`config.mk`:
```
export PLATFORM = sky130hd
export DESIGN_NAME = rlc_status_pdu_parser
export DESIGN_NICKNAME = d
export VERILOG_FILES = /design/src/sv/rsp_pkg.sv /design/src/sv/rsp_in_reg.sv /design/src/sv/rsp_parse_core.sv /design/src/sv/rsp_out_reg.sv /design/src/sv/rlc_status_pdu_parser.sv
export SDC_FILE = /design/constraint.sdc
export NUM_CORES = 1
export LEC_CHECK = 0
export BUFFER_PORTS_ARGS = -buffer_cell sky130_fd_sc_hd__buf_2
export CAP_MARGIN = 10
export CORE_MARGIN = 1.5
export CORE_UTILIZATION = 49
export DETAILED_ROUTE_END_ITERATION = 7
export GPL_TIMING_DRIVEN = 0
export PLACE_DENSITY = 0.73
export SLEW_MARGIN = 15
export SYNTH_ARGS = -nofsm -noshare
export SYNTH_HDL_FRONTEND = slang
export SYNTH_SLANG_ARGS = --single-unit
```
`constraint.sdc`:
```
create_clock -name clk -period 6.1 [get_ports clk]
set_input_delay 1.22 -clock clk [delete_from_list [all_inputs] [get_ports clk]]
set_output_delay 1.22 -clock clk [all_outputs]
set_load 0.05 [all_outputs]
```
`src/sv/rsp_pkg.sv`:
```
// Shared types and constants for the RLC STATUS PDU parser.
package rsp_pkg;

    localparam int SN_W      = 18;
    localparam int SO_W      = 16;
    localparam int RANGE_W   = 8;
    localparam int BYTE_W    = 8;
    localparam int ACC_W     = 24;
    localparam int CNT_W     = 3;
    localparam int TDATA_W   = 64;
    localparam int IN_DATA_W = 8;

    // Octets gathered before an item completes
    localparam logic [CNT_W-1:0] CNT_MAX      = 3'd4;
    localparam logic [CNT_W-1:0] ACK_BYTES    = 3'd3;
    localparam logic [CNT_W-1:0] NACK_BYTES_S = 3'd2;
    localparam logic [CNT_W-1:0] NACK_BYTES_L = 3'd3;
    localparam logic [CNT_W-1:0] SO_BYTES     = 3'd4;

    typedef enum logic [1:0] {
        PH_ACK   = 2'd0,
        PH_NACK  = 2'd1,
        PH_SO    = 2'd2,
        PH_RANGE = 2'd3
    } phase_t;

    typedef enum logic [1:0] {
        KIND_ACK        = 2'd0,
        KIND_NACK       = 2'd1,
        KIND_NOT_STATUS = 2'd2,
        KIND_TRUNC      = 2'd3
    } kind_t;

    typedef struct packed {
        logic [BYTE_W-1:0] pdu_byte;
        logic              last_byte;
    } item_t;

    typedef struct packed {
        kind_t              kind;
        logic [SN_W-1:0]    seq_num;
        logic               so_valid;
        logic [SO_W-1:0]    so_start;
        logic [SO_W-1:0]    so_end;
        logic               range_valid;
        logic [RANGE_W-1:0] nack_range;
        logic               last;
    } result_t;

endpackage

```
`src/sv/rsp_in_reg.sv`:
```
// Input register: holds one accepted octet until the parser takes it.
module rsp_in_reg (
    input  logic                          clk,
    input  logic                          rst_n,
    input  logic                          s_tvalid,
    output logic                          s_tready,
    input  logic [rsp_pkg::IN_DATA_W-1:0] s_tdata,   // [7:0] pdu_byte
    input  logic                          s_tlast,   // last_byte
    input  logic                          advance,
    output rsp_pkg::item_t                item,
    output logic                          item_valid
);

    logic           valid_reg;
    logic           valid_next;
    rsp_pkg::item_t item_reg;
    logic           take;

    assign s_tready = !valid_reg || advance;
    assign take     = s_tvalid && s_tready;

    always_comb
    begin
        valid_next = valid_reg;
        if (take)
        begin
            valid_next = 1'b1;
        end
        else if (advance)
        begin
            valid_next = 1'b0;
        end
    end

    always_ff @(posedge clk or negedge rst_n)
    begin
        if (!rst_n)
        begin
            valid_reg <= 1'b0;
        end
        else
        begin
            valid_reg <= valid_next;
        end
    end

    always_ff @(posedge clk)
    begin
        if (take)
        begin
            item_reg.pdu_byte  <= s_tdata[rsp_pkg::BYTE_W-1:0];
            item_reg.last_byte <= s_tlast;
        end
    end

    assign item       = item_reg;
    assign item_valid = valid_reg;

endmodule

```
`src/sv/rsp_parse_core.sv`:
```
// Parser state and the per-octet field extraction logic.
module rsp_parse_core (
    input  logic             clk,
    input  logic             rst_n,
    input  rsp_pkg::item_t   item,
    input  logic             item_valid,
    input  logic             advance,
    input  logic             short_sn,
    output logic             emit,
    output rsp_pkg::result_t result
);

    rsp_pkg::phase_t                 phase_reg, phase_next;
    logic [rsp_pkg::CNT_W-1:0]       cnt_reg, cnt_next;
    logic [rsp_pkg::ACC_W-1:0]       acc_reg, acc_next;
    logic                            done_reg, done_next;
    logic [rsp_pkg::SN_W-1:0]        sn_reg, sn_next;
    logic [2:0]                      flags_reg, flags_next;
    logic [rsp_pkg::SO_W-1:0]        so_start_reg, so_start_next;
    logic [rsp_pkg::SO_W-1:0]        so_end_reg, so_end_next;

    logic [rsp_pkg::ACC_W+rsp_pkg::BYTE_W-1:0] acc_word;
    logic [rsp_pkg::CNT_W-1:0]       cnt_inc;
    logic                            lb;
    logic                            fire;
    logic                            blk;
    logic                            chk_lb;
    logic                            trunc;
    logic                            restart;
    logic [rsp_pkg::RANGE_W-1:0]     blk_rng;
    logic [rsp_pkg::SN_W-1:0]        ack_sn;
    logic                            ack_e1;

    assign lb       = item.last_byte;
    assign acc_word = {acc_reg, item.pdu_byte};
    assign cnt_inc  = (cnt_reg < rsp_pkg::CNT_MAX) ? cnt_reg + 3'd1 : rsp_pkg::CNT_MAX;
    assign ack_sn   = short_sn ? {6'd0, acc_word[19:8]} : acc_word[19:2];
    assign ack_e1   = short_sn ? acc_word[7] : acc_word[1];

    always_comb
    begin
        phase_next    = phase_reg;
        cnt_next      = cnt_reg;
        acc_next      = acc_reg;
        done_next     = done_reg;
        sn_next       = sn_reg;
        flags_next    = flags_reg;
        so_start_next = so_start_reg;
        so_end_next   = so_end_reg;
        fire          = 1'b0;
        blk           = 1'b0;
        chk_lb        = 1'b0;
        trunc         = 1'b0;
        restart       = 1'b0;
        blk_rng       = '0;
        result        = '0;

        if (done_reg)
        begin
            // skip trailing octets until the PDU ends
            restart = lb;
        end
        else if (phase_reg == rsp_pkg::PH_ACK && cnt_reg == '0 &&
                 item.pdu_byte[7:4] != 4'd0)
        begin
            fire          = 1'b1;
            result.kind   = rsp_pkg::KIND_NOT_STATUS;
            result.last   = 1'b1;
            restart       = lb;
            done_next     = !lb;
        end
        else
        begin
            acc_next = acc_word[rsp_pkg::ACC_W-1:0];
            cnt_next = cnt_inc;
            case (phase_reg)
                rsp_pkg::PH_ACK:
                begin
                    if (cnt_inc >= rsp_pkg::ACK_BYTES)
                    begin
                        if (ack_e1 && lb)
                        begin
                            trunc = 1'b1;
                        end
                        else
                        begin
                            fire           = 1'b1;
                            result.kind    = rsp_pkg::KIND_ACK;
                            result.seq_num = ack_sn;
                            result.last    = !ack_e1;
                            cnt_next       = '0;
                            acc_next       = '0;
                            if (ack_e1)
                            begin
                                phase_next = rsp_pkg::PH_NACK;
                            end
                            else
                            begin
                                restart   = lb;
                                done_next = !lb;
                            end
                        end
                    end
                    else
                    begin
                        chk_lb = 1'b1;
                    end
                end
                rsp_pkg::PH_NACK:
                begin
                    if (cnt_inc >= (short_sn ? rsp_pkg::NACK_BYTES_S
                                             : rsp_pkg::NACK_BYTES_L))
                    begin
                        if (short_sn)
                        begin
                            sn_next    = {6'd0, acc_word[15:4]};
                            flags_next = acc_word[3:1];
                        end
                        else
                        begin
                            sn_next    = acc_word[23:6];
                            flags_next = acc_word[5:3];
                        end
                        so_start_next = '0;
                        so_end_next   = '0;
                        cnt_next      = '0;
                        acc_next      = '0;
                        if (flags_next[1])
                        begin
                            phase_next = rsp_pkg::PH_SO;
                            chk_lb     = 1'b1;
                        end
                        else if (flags_next[0])
                        begin
                            phase_next = rsp_pkg::PH_RANGE;
                            chk_lb     = 1'b1;
                        end
                        else
                        begin
                            blk = 1'b1;
                        end
                    end
                    else
                    begin
                        chk_lb = 1'b1;
                    end
                end
                rsp_pkg::PH_SO:
                begin
                    if (cnt_inc >= rsp_pkg::SO_BYTES)
                    begin
                        so_start_next = acc_word[31:16];
                        so_end_next   = acc_word[15:0];
                        cnt_next      = '0;
                        acc_next      = '0;
                        if (flags_reg[0])
                        begin
                            phase_next = rsp_pkg::PH_RANGE;
                            chk_lb     = 1'b1;
                        end
                        else
                        begin
                            blk = 1'b1;
                        end
                    end
                    else
                    begin
                        chk_lb = 1'b1;
                    end
                end
                rsp_pkg::PH_RANGE:
                begin
                    blk     = 1'b1;
                    blk_rng = item.pdu_byte;
                end
                default:
                begin
                    chk_lb = 1'b1;
                end
            endcase

            // NACK block complete
            if (blk)
            begin
                if (flags_next[2] && lb)
                begin
                    trunc = 1'b1;
                end
                else
                begin
                    fire               = 1'b1;
                    result.kind        = rsp_pkg::KIND_NACK;
                    result.seq_num     = sn_next;
                    result.so_valid    = flags_next[1];
                    result.so_start    = flags_next[1] ? so_start_next : '0;
                    result.so_end      = flags_next[1] ? so_end_next : '0;
                    result.range_valid = flags_next[0];
                    result.nack_range  = flags_next[0] ? blk_rng : '0;
                    result.last        = !flags_next[2];
                    cnt_next           = '0;
                    acc_next           = '0;
                    if (flags_next[2])
                    begin
                        phase_next = rsp_pkg::PH_NACK;
                    end
                    else
                    begin
                        restart   = lb;
                        done_next = !lb;
                    end
                end
            end

            if (chk_lb && lb)
            begin
                trunc = 1'b1;
            end

            if (trunc)
            begin
                fire        = 1'b1;
                result      = '0;
                result.kind = rsp_pkg::KIND_TRUNC;
                result.last = 1'b1;
                restart     = 1'b1;
            end
        end

        if (restart)
        begin
            phase_next = rsp_pkg::PH_ACK;
            cnt_next   = '0;
            acc_next   = '0;
            done_next  = 1'b0;
        end
    end

    assign emit = item_valid && fire;

    always_ff @(posedge clk or negedge rst_n)
    begin
        if (!rst_n)
        begin
            phase_reg <= rsp_pkg::PH_ACK;
            cnt_reg   <= '0;
            acc_reg   <= '0;
            done_reg  <= 1'b0;
        end
        else if (advance)
        begin
            phase_reg <= phase_next;
            cnt_reg   <= cnt_next;
            acc_reg   <= acc_next;
            done_reg  <= done_next;
        end
    end

    // NACK block fields are always written before they are read
    always_ff @(posedge clk)
    begin
        if (advance)
        begin
            sn_reg       <= sn_next;
            flags_reg    <= flags_next;
            so_start_reg <= so_start_next;
            so_end_reg   <= so_end_next;
        end
    end

endmodule

```
`src/sv/rsp_out_reg.sv`:
```
// Result register: holds one result item until the receiver takes it.
module rsp_out_reg (
    input  logic                        clk,
    input  logic                        rst_n,
    input  logic                        load,
    input  rsp_pkg::result_t            result,
    output logic                        free,
    output logic                        m_tvalid,
    input  logic                        m_tready,
    output logic [rsp_pkg::TDATA_W-1:0] m_tdata,
    output logic [1:0]                  m_tuser,
    output logic                        m_tlast
);

    logic             valid_reg;
    logic             valid_next;
    rsp_pkg::result_t res_reg;

    assign free = !valid_reg || m_tready;

    always_comb
    begin
        valid_next = valid_reg;
        if (load)
        begin
            valid_next = 1'b1;
        end
        else if (m_tready)
        begin
            valid_next = 1'b0;
        end
    end

    always_ff @(posedge clk or negedge rst_n)
    begin
        if (!rst_n)
        begin
            valid_reg <= 1'b0;
        end
        else
        begin
            valid_reg <= valid_next;
        end
    end

    always_ff @(posedge clk)
    begin
        if (load)
        begin
            res_reg <= result;
        end
    end

    assign m_tvalid = valid_reg;
    assign m_tdata  = {4'd0, res_reg.nack_range, res_reg.range_valid, res_reg.so_end,
                       res_reg.so_start, res_reg.so_valid, res_reg.seq_num};
    assign m_tuser  = res_reg.kind;
    assign m_tlast  = res_reg.last;

endmodule

```
`src/sv/rlc_status_pdu_parser.sv`:
```
// Top level of the NR RLC AM STATUS PDU parser.
//
// Octets of a STATUS PDU enter on the s_ group, one per item, with s_tlast
// marking the final octet. Each result item leaves on the m_ group: the kind
// in m_tuser, the fields in m_tdata, and m_tlast on the final result of a PDU.
// The cfg_ channel writes short_sn (1 = 12-bit SNs, 0 = 18-bit); it is always
// ready and should be written between PDUs.
//
// An octet is taken into an input register, parsed in the next cycle, and its
// result, if any, is loaded into the result register that drives m_tvalid. One
// octet is accepted every cycle unless the input register holds an octet
// whose result waits for a full result register.
//
// When the receiver stalls, the result register holds and the input register
// still takes one more octet; after that s_tready drops until the result is
// taken. Octets that yield no result pass through even while stalled.
// Reset empties both registers, returns the parser to the PDU header and sets
// short_sn to 1.
module rlc_status_pdu_parser (
    input  logic                          clk,
    input  logic                          rst_n,
    input  logic                          s_tvalid,
    output logic                          s_tready,
    input  logic [rsp_pkg::IN_DATA_W-1:0] s_tdata,   // [7:0] pdu_byte
    input  logic                          s_tlast,   // last_byte
    output logic                          m_tvalid,
    input  logic                          m_tready,
    // [17:0] seq_num, [18] so_valid, [34:19] so_start, [50:35] so_end,
    // [51] range_valid, [59:52] nack_range, [63:60] zero
    output logic [rsp_pkg::TDATA_W-1:0]   m_tdata,
    output logic [1:0]                    m_tuser,   // [1:0] kind
    output logic                          m_tlast,   // last
    input  logic                          cfg_valid,
    output logic                          cfg_ready,
    input  logic                          cfg_data   // short_sn
);

    rsp_pkg::item_t   item;
    logic             item_valid;
    logic             advance;
    logic             emit;
    logic             out_free;
    rsp_pkg::result_t result;
    logic             short_sn_reg;

    assign cfg_ready = 1'b1;

    always_ff @(posedge clk or negedge rst_n)
    begin
        if (!rst_n)
        begin
            short_sn_reg <= 1'b1;
        end
        else if (cfg_valid && cfg_ready)
        begin
            short_sn_reg <= cfg_data;
        end
    end

    // advance unless a result is due and the result register is still full
    assign advance = item_valid && (!emit || out_free);

    rsp_in_reg u_in_reg (
        .clk        (clk),
        .rst_n      (rst_n),
        .s_tvalid   (s_tvalid),
        .s_tready   (s_tready),
        .s_tdata    (s_tdata),
        .s_tlast    (s_tlast),
        .advance    (advance),
        .item       (item),
        .item_valid (item_valid)
    );

    rsp_parse_core u_core (
        .clk        (clk),
        .rst_n      (rst_n),
        .item       (item),
        .item_valid (item_valid),
        .advance    (advance),
        .short_sn   (short_sn_reg),
        .emit       (emit),
        .result     (result)
    );

    rsp_out_reg u_out_reg (
        .clk      (clk),
        .rst_n    (rst_n),
        .load     (advance && emit),
        .result   (result),
        .free     (out_free),
        .m_tvalid (m_tvalid),
        .m_tready (m_tready),
        .m_tdata  (m_tdata),
        .m_tuser  (m_tuser),
        .m_tlast  (m_tlast)
    );

    a_end_kinds_last: assert property (@(posedge clk) disable iff (!rst_n)
        m_tvalid && (m_tuser == rsp_pkg::KIND_NOT_STATUS || m_tuser == rsp_pkg::KIND_TRUNC)
        |-> m_tlast)
        else $error("terminal result without last");

    a_no_opt_fields: assert property (@(posedge clk) disable iff (!rst_n)
        m_tvalid && m_tuser != rsp_pkg::KIND_NACK |-> !m_tdata[18] && !m_tdata[51])
        else $error("optional fields set outside a NACK block");

    a_no_overwrite: assert property (@(posedge clk) disable iff (!rst_n)
        emit && m_tvalid && !m_tready |-> !advance)
        else $error("pending result overwritten");

    a_load_shows: assert property (@(posedge clk) disable iff (!rst_n)
        advance && emit |=> m_tvalid)
        else $error("result lost after load");

endmodule
```
After elaboration in Yosys (flattened, before gate mapping) --
Cells that the tools add are included.
Word-level totals: register bits 158, bits of input ports 15
Operators by class: muxes and demuxes 129, add/sub/neg operators 1, bitwise logic cells 6, reduce and logical (&&, ||, !) cells 30, magnitude comparators 4, equal/unequal tests 5
Operators by type and width (count):
- $mux W24 | 9
- $mux W63 | 3
- $mux W16 | 6
- $mux W18 | 5
- $pmux W24 S3 | 1
- $pmux W16 S2 | 2
- $mux W1 | 61
- $mux W3 | 19
- $mux W20 | 2
- $mux W2 | 15
- $mux W8 | 2
- $logic_and A1 B1 Y1 | 9
- $pmux W3 S3 | 1
- $reduce_or A7 Y1 | 1
- $logic_not A1 Y1 | 6
- $not A1 Y1 | 6
- $pmux W1 S3 | 2
- $pmux W2 S3 | 1
- $reduce_and A3 Y1 | 2
- $reduce_or A6 Y1 | 1
- $reduce_or A5 Y1 | 1
- $eq A2 B2 Y1 const B | 2
- $reduce_bool A2 Y1 | 2
- $reduce_bool A4 Y1 | 1
- 13 further kinds | 15

Longest topological paths before layout --
depth after elaboration 27, mapped depth 13

Cells and area by module --
From an unflattened synthesis, not the netlist that was laid out.
Second synthesis, totals: cells, all modules 608, area total of the unflattened synthesis 7507.2 um2
By module, submodules not included:
- rsp_parse_core | cells an instance 517, sequential area each 2342.2 um2, instances 1, area each 5139.9 um2
- rsp_out_reg | cells an instance 71, sequential area each 1916.8 um2, instances 1, area each 1973.1 um2
- rsp_in_reg | cells an instance 13, sequential area each 295.3 um2, instances 1, area each 324.1 um2
- rlc_status_pdu_parser | cells an instance 7, sequential area each 26.3 um2, instances 1, area each 70.1 um2

Worst setup path before layout --
No wires, ideal clock.
path kind register -> register, start point register short_sn_reg, end point register u_core.flags_reg[0] (enable), path buffers 2, data required time 5.571 ns, slack -0.568 ns, arrival time 6.139 ns, setup time 0.529 ns, cell stages (with the launch flop) 11, clock period less this slack 6.668 ns, cell sequence dfstp_2 > clkbuf_1 > clkbuf_1 > clkinv_1 > ha_1 > nand2b_1 > a21oi_1 > o2111a_1 > nor2_1 > a311oi_2 > nor3_1
On the way: cells in the longest elaborated chain, start to end 23, elaborated cells on any way between the ends 48, those cells by class 1 x order compare; 39 x mux; 8 x reduce/logical
Ends and longest elaborated chain:
- from (decl) | RTL line rlc_status_pdu_parser.sv:44 | logic short_sn_reg;
- from (signal assigned) | RTL line rlc_status_pdu_parser.sv:56 | short_sn_reg <= cfg_data;
- $mux W3 | RTL line rsp_parse_core.sv:114 | if (short_sn)
- $mux W3 | RTL line rsp_parse_core.sv:111 | if (cnt_inc >= (short_sn ? rsp_pkg::NACK_BYTES_S
- $mux W3 | RTL line rsp_parse_core.sv:76 | case (phase_reg)
- $mux W3 | RTL line rsp_parse_core.sv:63 | else if (phase_reg == rsp_pkg::PH_ACK && cnt_reg == '0 &&
- $mux W3 | RTL line rsp_parse_core.sv:58 | if (done_reg)
- $mux W1 / $mux W3 (equally long branches) | RTL line rsp_parse_core.sv:133, rsp_parse_core.sv:111
- $mux W1 / $mux W3 (equally long branches) | RTL line rsp_parse_core.sv:128, rsp_parse_core.sv:76
- $mux W1 / $mux W3 (equally long branches) | RTL line rsp_parse_core.sv:111, rsp_parse_core.sv:63
- (+7 left out)
- $mux W1 * | RTL line rsp_parse_core.sv:219 | if (trunc)
- $mux W1 * | RTL line rsp_parse_core.sv:63
- $mux W1 * | RTL line rsp_parse_core.sv:58
- $logic_and A1 B1 Y1 * | RTL line rsp_parse_core.sv:238 | assign emit = item_valid && fire;
- $logic_not A1 Y1 * | RTL line rlc_status_pdu_parser.sv:61 | assign advance = item_valid && (!emit || out_free);
- $logic_or A1 B1 Y1 * | RTL line rlc_status_pdu_parser.sv:61
- $logic_and A1 B1 Y1 * | RTL line rlc_status_pdu_parser.sv:61
- $reduce_and A3 Y1 (no source line) *
- to (signal assigned) | RTL line rsp_parse_core.sv:264 | flags_reg <= flags_next;
- to (decl) | RTL line rsp_parse_core.sv:18 | logic [2:0] flags_reg, flags_next;
Mark *: on every way between the ends. The rest lies on a longest branch, timed or not. The select of a mux whose other input is x is not followed. A chain may end at the register's enable or synchronous reset.

Worst setup path in the final report --
start point register short_sn_reg, end point output port s_tready
On the way: cells in the longest elaborated chain, start to end 23, elaborated cells on any way between the ends 48, those cells by class 1 x order compare; 39 x mux; 8 x reduce/logical
Ends and longest elaborated chain:
- $mux W3 | RTL line rsp_parse_core.sv:114
- $mux W3 | RTL line rsp_parse_core.sv:111
- $mux W3 | RTL line rsp_parse_core.sv:76
- $mux W3 | RTL line rsp_parse_core.sv:63
- $mux W3 | RTL line rsp_parse_core.sv:58
- $mux W1 / $mux W3 (equally long branches) | RTL line rsp_parse_core.sv:133, rsp_parse_core.sv:111
- $mux W1 / $mux W3 (equally long branches) | RTL line rsp_parse_core.sv:128, rsp_parse_core.sv:76
- $mux W1 / $mux W3 (equally long branches) | RTL line rsp_parse_core.sv:111, rsp_parse_core.sv:63
- (+7 left out)
- $mux W1 * | RTL line rsp_parse_core.sv:219
- $mux W1 * | RTL line rsp_parse_core.sv:63
- $mux W1 * | RTL line rsp_parse_core.sv:58
- $logic_and A1 B1 Y1 * | RTL line rsp_parse_core.sv:238
- $logic_not A1 Y1 * | RTL line rlc_status_pdu_parser.sv:61
- $logic_or A1 B1 Y1 * | RTL line rlc_status_pdu_parser.sv:61
- $logic_and A1 B1 Y1 * | RTL line rlc_status_pdu_parser.sv:61
- $logic_or A1 B1 Y1 * | RTL line rsp_in_reg.sv:19 | assign s_tready = !valid_reg || advance;
- to (decl) | RTL line rlc_status_pdu_parser.sv:23 | output logic s_tready,
Marks and branches as above.

==> flow_metrics.env <==
export IMPL_status="finished clean"
export IMPL_slew_headroom_pct=39.1
export IMPL_finalWorstSetupSlack_ps=611
export IMPL_rsz0062_at_grt="no"
export IMPL_peakVddDrop_v=0.000355
export IMPL_ys_types=58
export IMPL_place_ws_ps=1110
export IMPL_first_pass_iters=5
export IMPL_grt_usage_pct=23.3
export IMPL_endpoint_kind="primary output"
export IMPL_root_buffer="clkbuf_16"
export IMPL_ant_nets=0
export IMPL_drt_total_wl_um=17200
export IMPL_vias=4936
export IMPL_min_period_ps=5490
export IMPL_final_hold_viol_count=0
export IMPL_cts_sinks=158
export IMPL_post_synth_top_count_cell="edfxtp_1"
export IMPL_post_cts_setup_buffers=0
export IMPL_cts_tree="yes"
export IMPL_async_flop_share_pct=20.9
export IMPL_grt_pass1_vias=5061
export IMPL_ys_seq_elements=158
export IMPL_holdWs_ps=511
export IMPL_rr_worst_depth=13
export IMPL_start_kind="register"
export IMPL_n_antenna_cell=0
export IMPL_avgRoutedWirePerCell_um=19.9
export IMPL_portBuffers=79
export IMPL_start_util_pct=50.1
export IMPL_grt_max_degree=34
export IMPL_syn_to_final_growth_pct=19.2
export IMPL_synth_area_mm2=0.00725
export IMPL_seq_area_frac_synth_pct=63.2
export IMPL_fin_worst_skew_ps=11.1
export IMPL_ys_warn_count=0
export IMPL_drc=0
export IMPL_path_class="register to primary output"
export IMPL_syn_inst=559
export IMPL_avgSynthCellArea_um2=13.0
export IMPL_core_area_mm2=0.0145
export IMPL_synth_edf_count=125
export IMPL_cp_required_ps=4880
export IMPL_hpwlAfterDp_um=11900
export IMPL_hold_buffers=0
export IMPL_reg2reg_from="short_sn_reg$_DFFE_PN1P_"
export IMPL_die_width_um=125
export IMPL_synth_common_cells="edfxtp_1, a22o_1, nand2_1"
export IMPL_grt_pass1_wl_um=27600
export IMPL_drv_cap=0
export IMPL_synth_top_cell_area_share_pct=51.8
export IMPL_cts_resized_gates=0
export IMPL_nets=689
export IMPL_post_route_util_pct=59.7
export IMPL_clk_path_buf_depth=2
export IMPL_crit_path_max_fanout=10
export IMPL_worstMarginPinSlew_ps=911
export IMPL_p_per_area_mw_per_mm2=535
export IMPL_r2r_end="u_core.acc_reg[18]$_DFFE_PN0P_"
export IMPL_io_pins=85
export IMPL_die_height_um=125
export IMPL_ys_flop_type="edfxtp_1"
export IMPL_drive_gt1_share_pct=25.4
export IMPL_gp_congestion=0.916
export IMPL_cp_arrival_ps=4270
export IMPL_die_area_mm2=0.0155
export IMPL_hold_class="register to register"
export IMPL_fmax_ghz=0.182
export IMPL_p_total_mw=4.62
export IMPL_rows=44
export IMPL_clock_latency_ps=430
export IMPL_critPathLaunch="short_sn_reg$_DFFE_PN1P_"
export IMPL_largest_reg_flops=60
export IMPL_r2r_slack_ps=1360
export IMPL_overflow=0
export IMPL_final_max_slew_violation_count=0
export IMPL_numCtsBuffers=17
export IMPL_drtIter0Drc=397
export IMPL_setup_viol=0
export IMPL_synthTopCellsByArea="edfxtp_1, dfrtp_1, a22o_1"
export IMPL_fin_crit_sh_pct=90.0
export IMPL_antenna_found_initial=0
export IMPL_p_leak_nw=3.39
export IMPL_crit_end="s_tready"
export IMPL_yosysTopAreaCell="edfxtp_1"
export IMPL_cts_max_level=4
export IMPL_clk_pin_slew_ps=60
export IMPL_routed_via_density=5.73
## critical path, stage by stage (launching register included)
cell      delay (ps)
dfstp_2          510
clkbuf_1         280
clkbuf_1         390
clkinv_1         430
ha_1             400
nand2b_1         180
a21oi_1          420
o2111a_1         320
nor2_1            90
a311o_1          390
nor2_1           170
inv_1             50
buf_2            200
## kinds of logic (layout without fill, tap and decap cells)
kind of cell	count (synthesis)	count (layout)	synth area share [%]
mux	10	10	1.47
buf+inv	66	182	4.26
flops	158	158	63.2
fa+ha+maj	9	9	1.55
simple gates	156	156	13.6
compound gates	158	158	15.8
other cells	2	5	0.104
## cells in the final DEF (no fill, tap or decap), drive strengths merged, types with 2 or more instances in the layout
cell type,Yosys,routed
buf,16,100
o21ai,25,25
a21boi,6,6
a21oi,31,31
o22ai,12,12
nand3,7,7
bufinv,0,4
or2,5,5
nor2b,48,48
nand2,44,44
clkbuf,23,43
or3,2,2
and2,15,15
nand2b,11,11
o2111a,2,2
nor2,10,10
a31oi,2,2
and3,3,3
conb,2,5
clkinvlp,0,2
mux2,2,2
o31a,2,2
a32o,3,3
edfxtp,125,125
ha,9,9
nor3,5,5
or4,2,2
mux2i,8,8
clkinv,1,5
o21bai,2,2
o31ai,2,2
inv,26,28
a311oi,3,3
dfrtp,32,32
a22o,59,59
## area by class of cell
class / count / area, um^2
buffer: 39 / 208
timing repair buffer: 84 / 488
clock inverter: 12 / 184
inverter: 27 / 101
clock buffer: 20 / 457
sequential: 158 / 4580
tap: 184 / 230
multi-input combinational: 338 / 2390
fill: 1173 / 5840
## power breakdown
group / total (mW) / internal, mW / switching, mW / leakage (nW)
Clock: 1.14 / 0.710 / 0.434 / 0.307
Sequential: 1.77 / 1.58 / 0.188 / 1.62
Combinational: 1.71 / 0.555 / 1.15 / 1.46
## through the flow
step | TNS [ps] | cell area (um^2) | std cells
detailed placement | 0 | 8000 | 830
floorplan | 0 | 7260 | 562
global route | 0 | 8640 | 862
finish | 0 | 8640 | 862
global placement | -128520 | 7890 | 825
CTS | 0 | 8640 | 862
## how the worst min path moves through the flow
stage / startpoint / end / slack, ps / cells past startpoint
2_1_floorplan: u_in_reg.item_valid$_DFFE_PN0P_ / u_core.done_reg$_DFFE_PN0P_ / 450 / 1
3_3_place_gp: u_core.acc_reg[23]$_DFFE_PN0P_ / u_core.acc_reg[23]$_DFFE_PN0P_ / 490 / 1
3_5_place_dp: u_core.acc_reg[23]$_DFFE_PN0P_ / u_core.acc_reg[23]$_DFFE_PN0P_ / 500 / 1
4_1_cts: u_core.acc_reg[23]$_DFFE_PN0P_ / u_core.acc_reg[23]$_DFFE_PN0P_ / 510 / 1
5_1_grt: u_core.acc_reg[23]$_DFFE_PN0P_ / u_core.acc_reg[23]$_DFFE_PN0P_ / 530 / 1
6_report: u_core.acc_reg[23]$_DFFE_PN0P_ / u_core.acc_reg[23]$_DFFE_PN0P_ / 510 / 1
## per-layer routing
metal  up-vias  GRT usage [%]  wire length [um]
li1       2284              -                 -
met1      2416           29.9              7240
met2       201           37.7              8520
met3        35           5.50               919
met4         0           10.3               479
met5         -              0                 0
No activity file was read; power rests on OpenSTA's default activity.
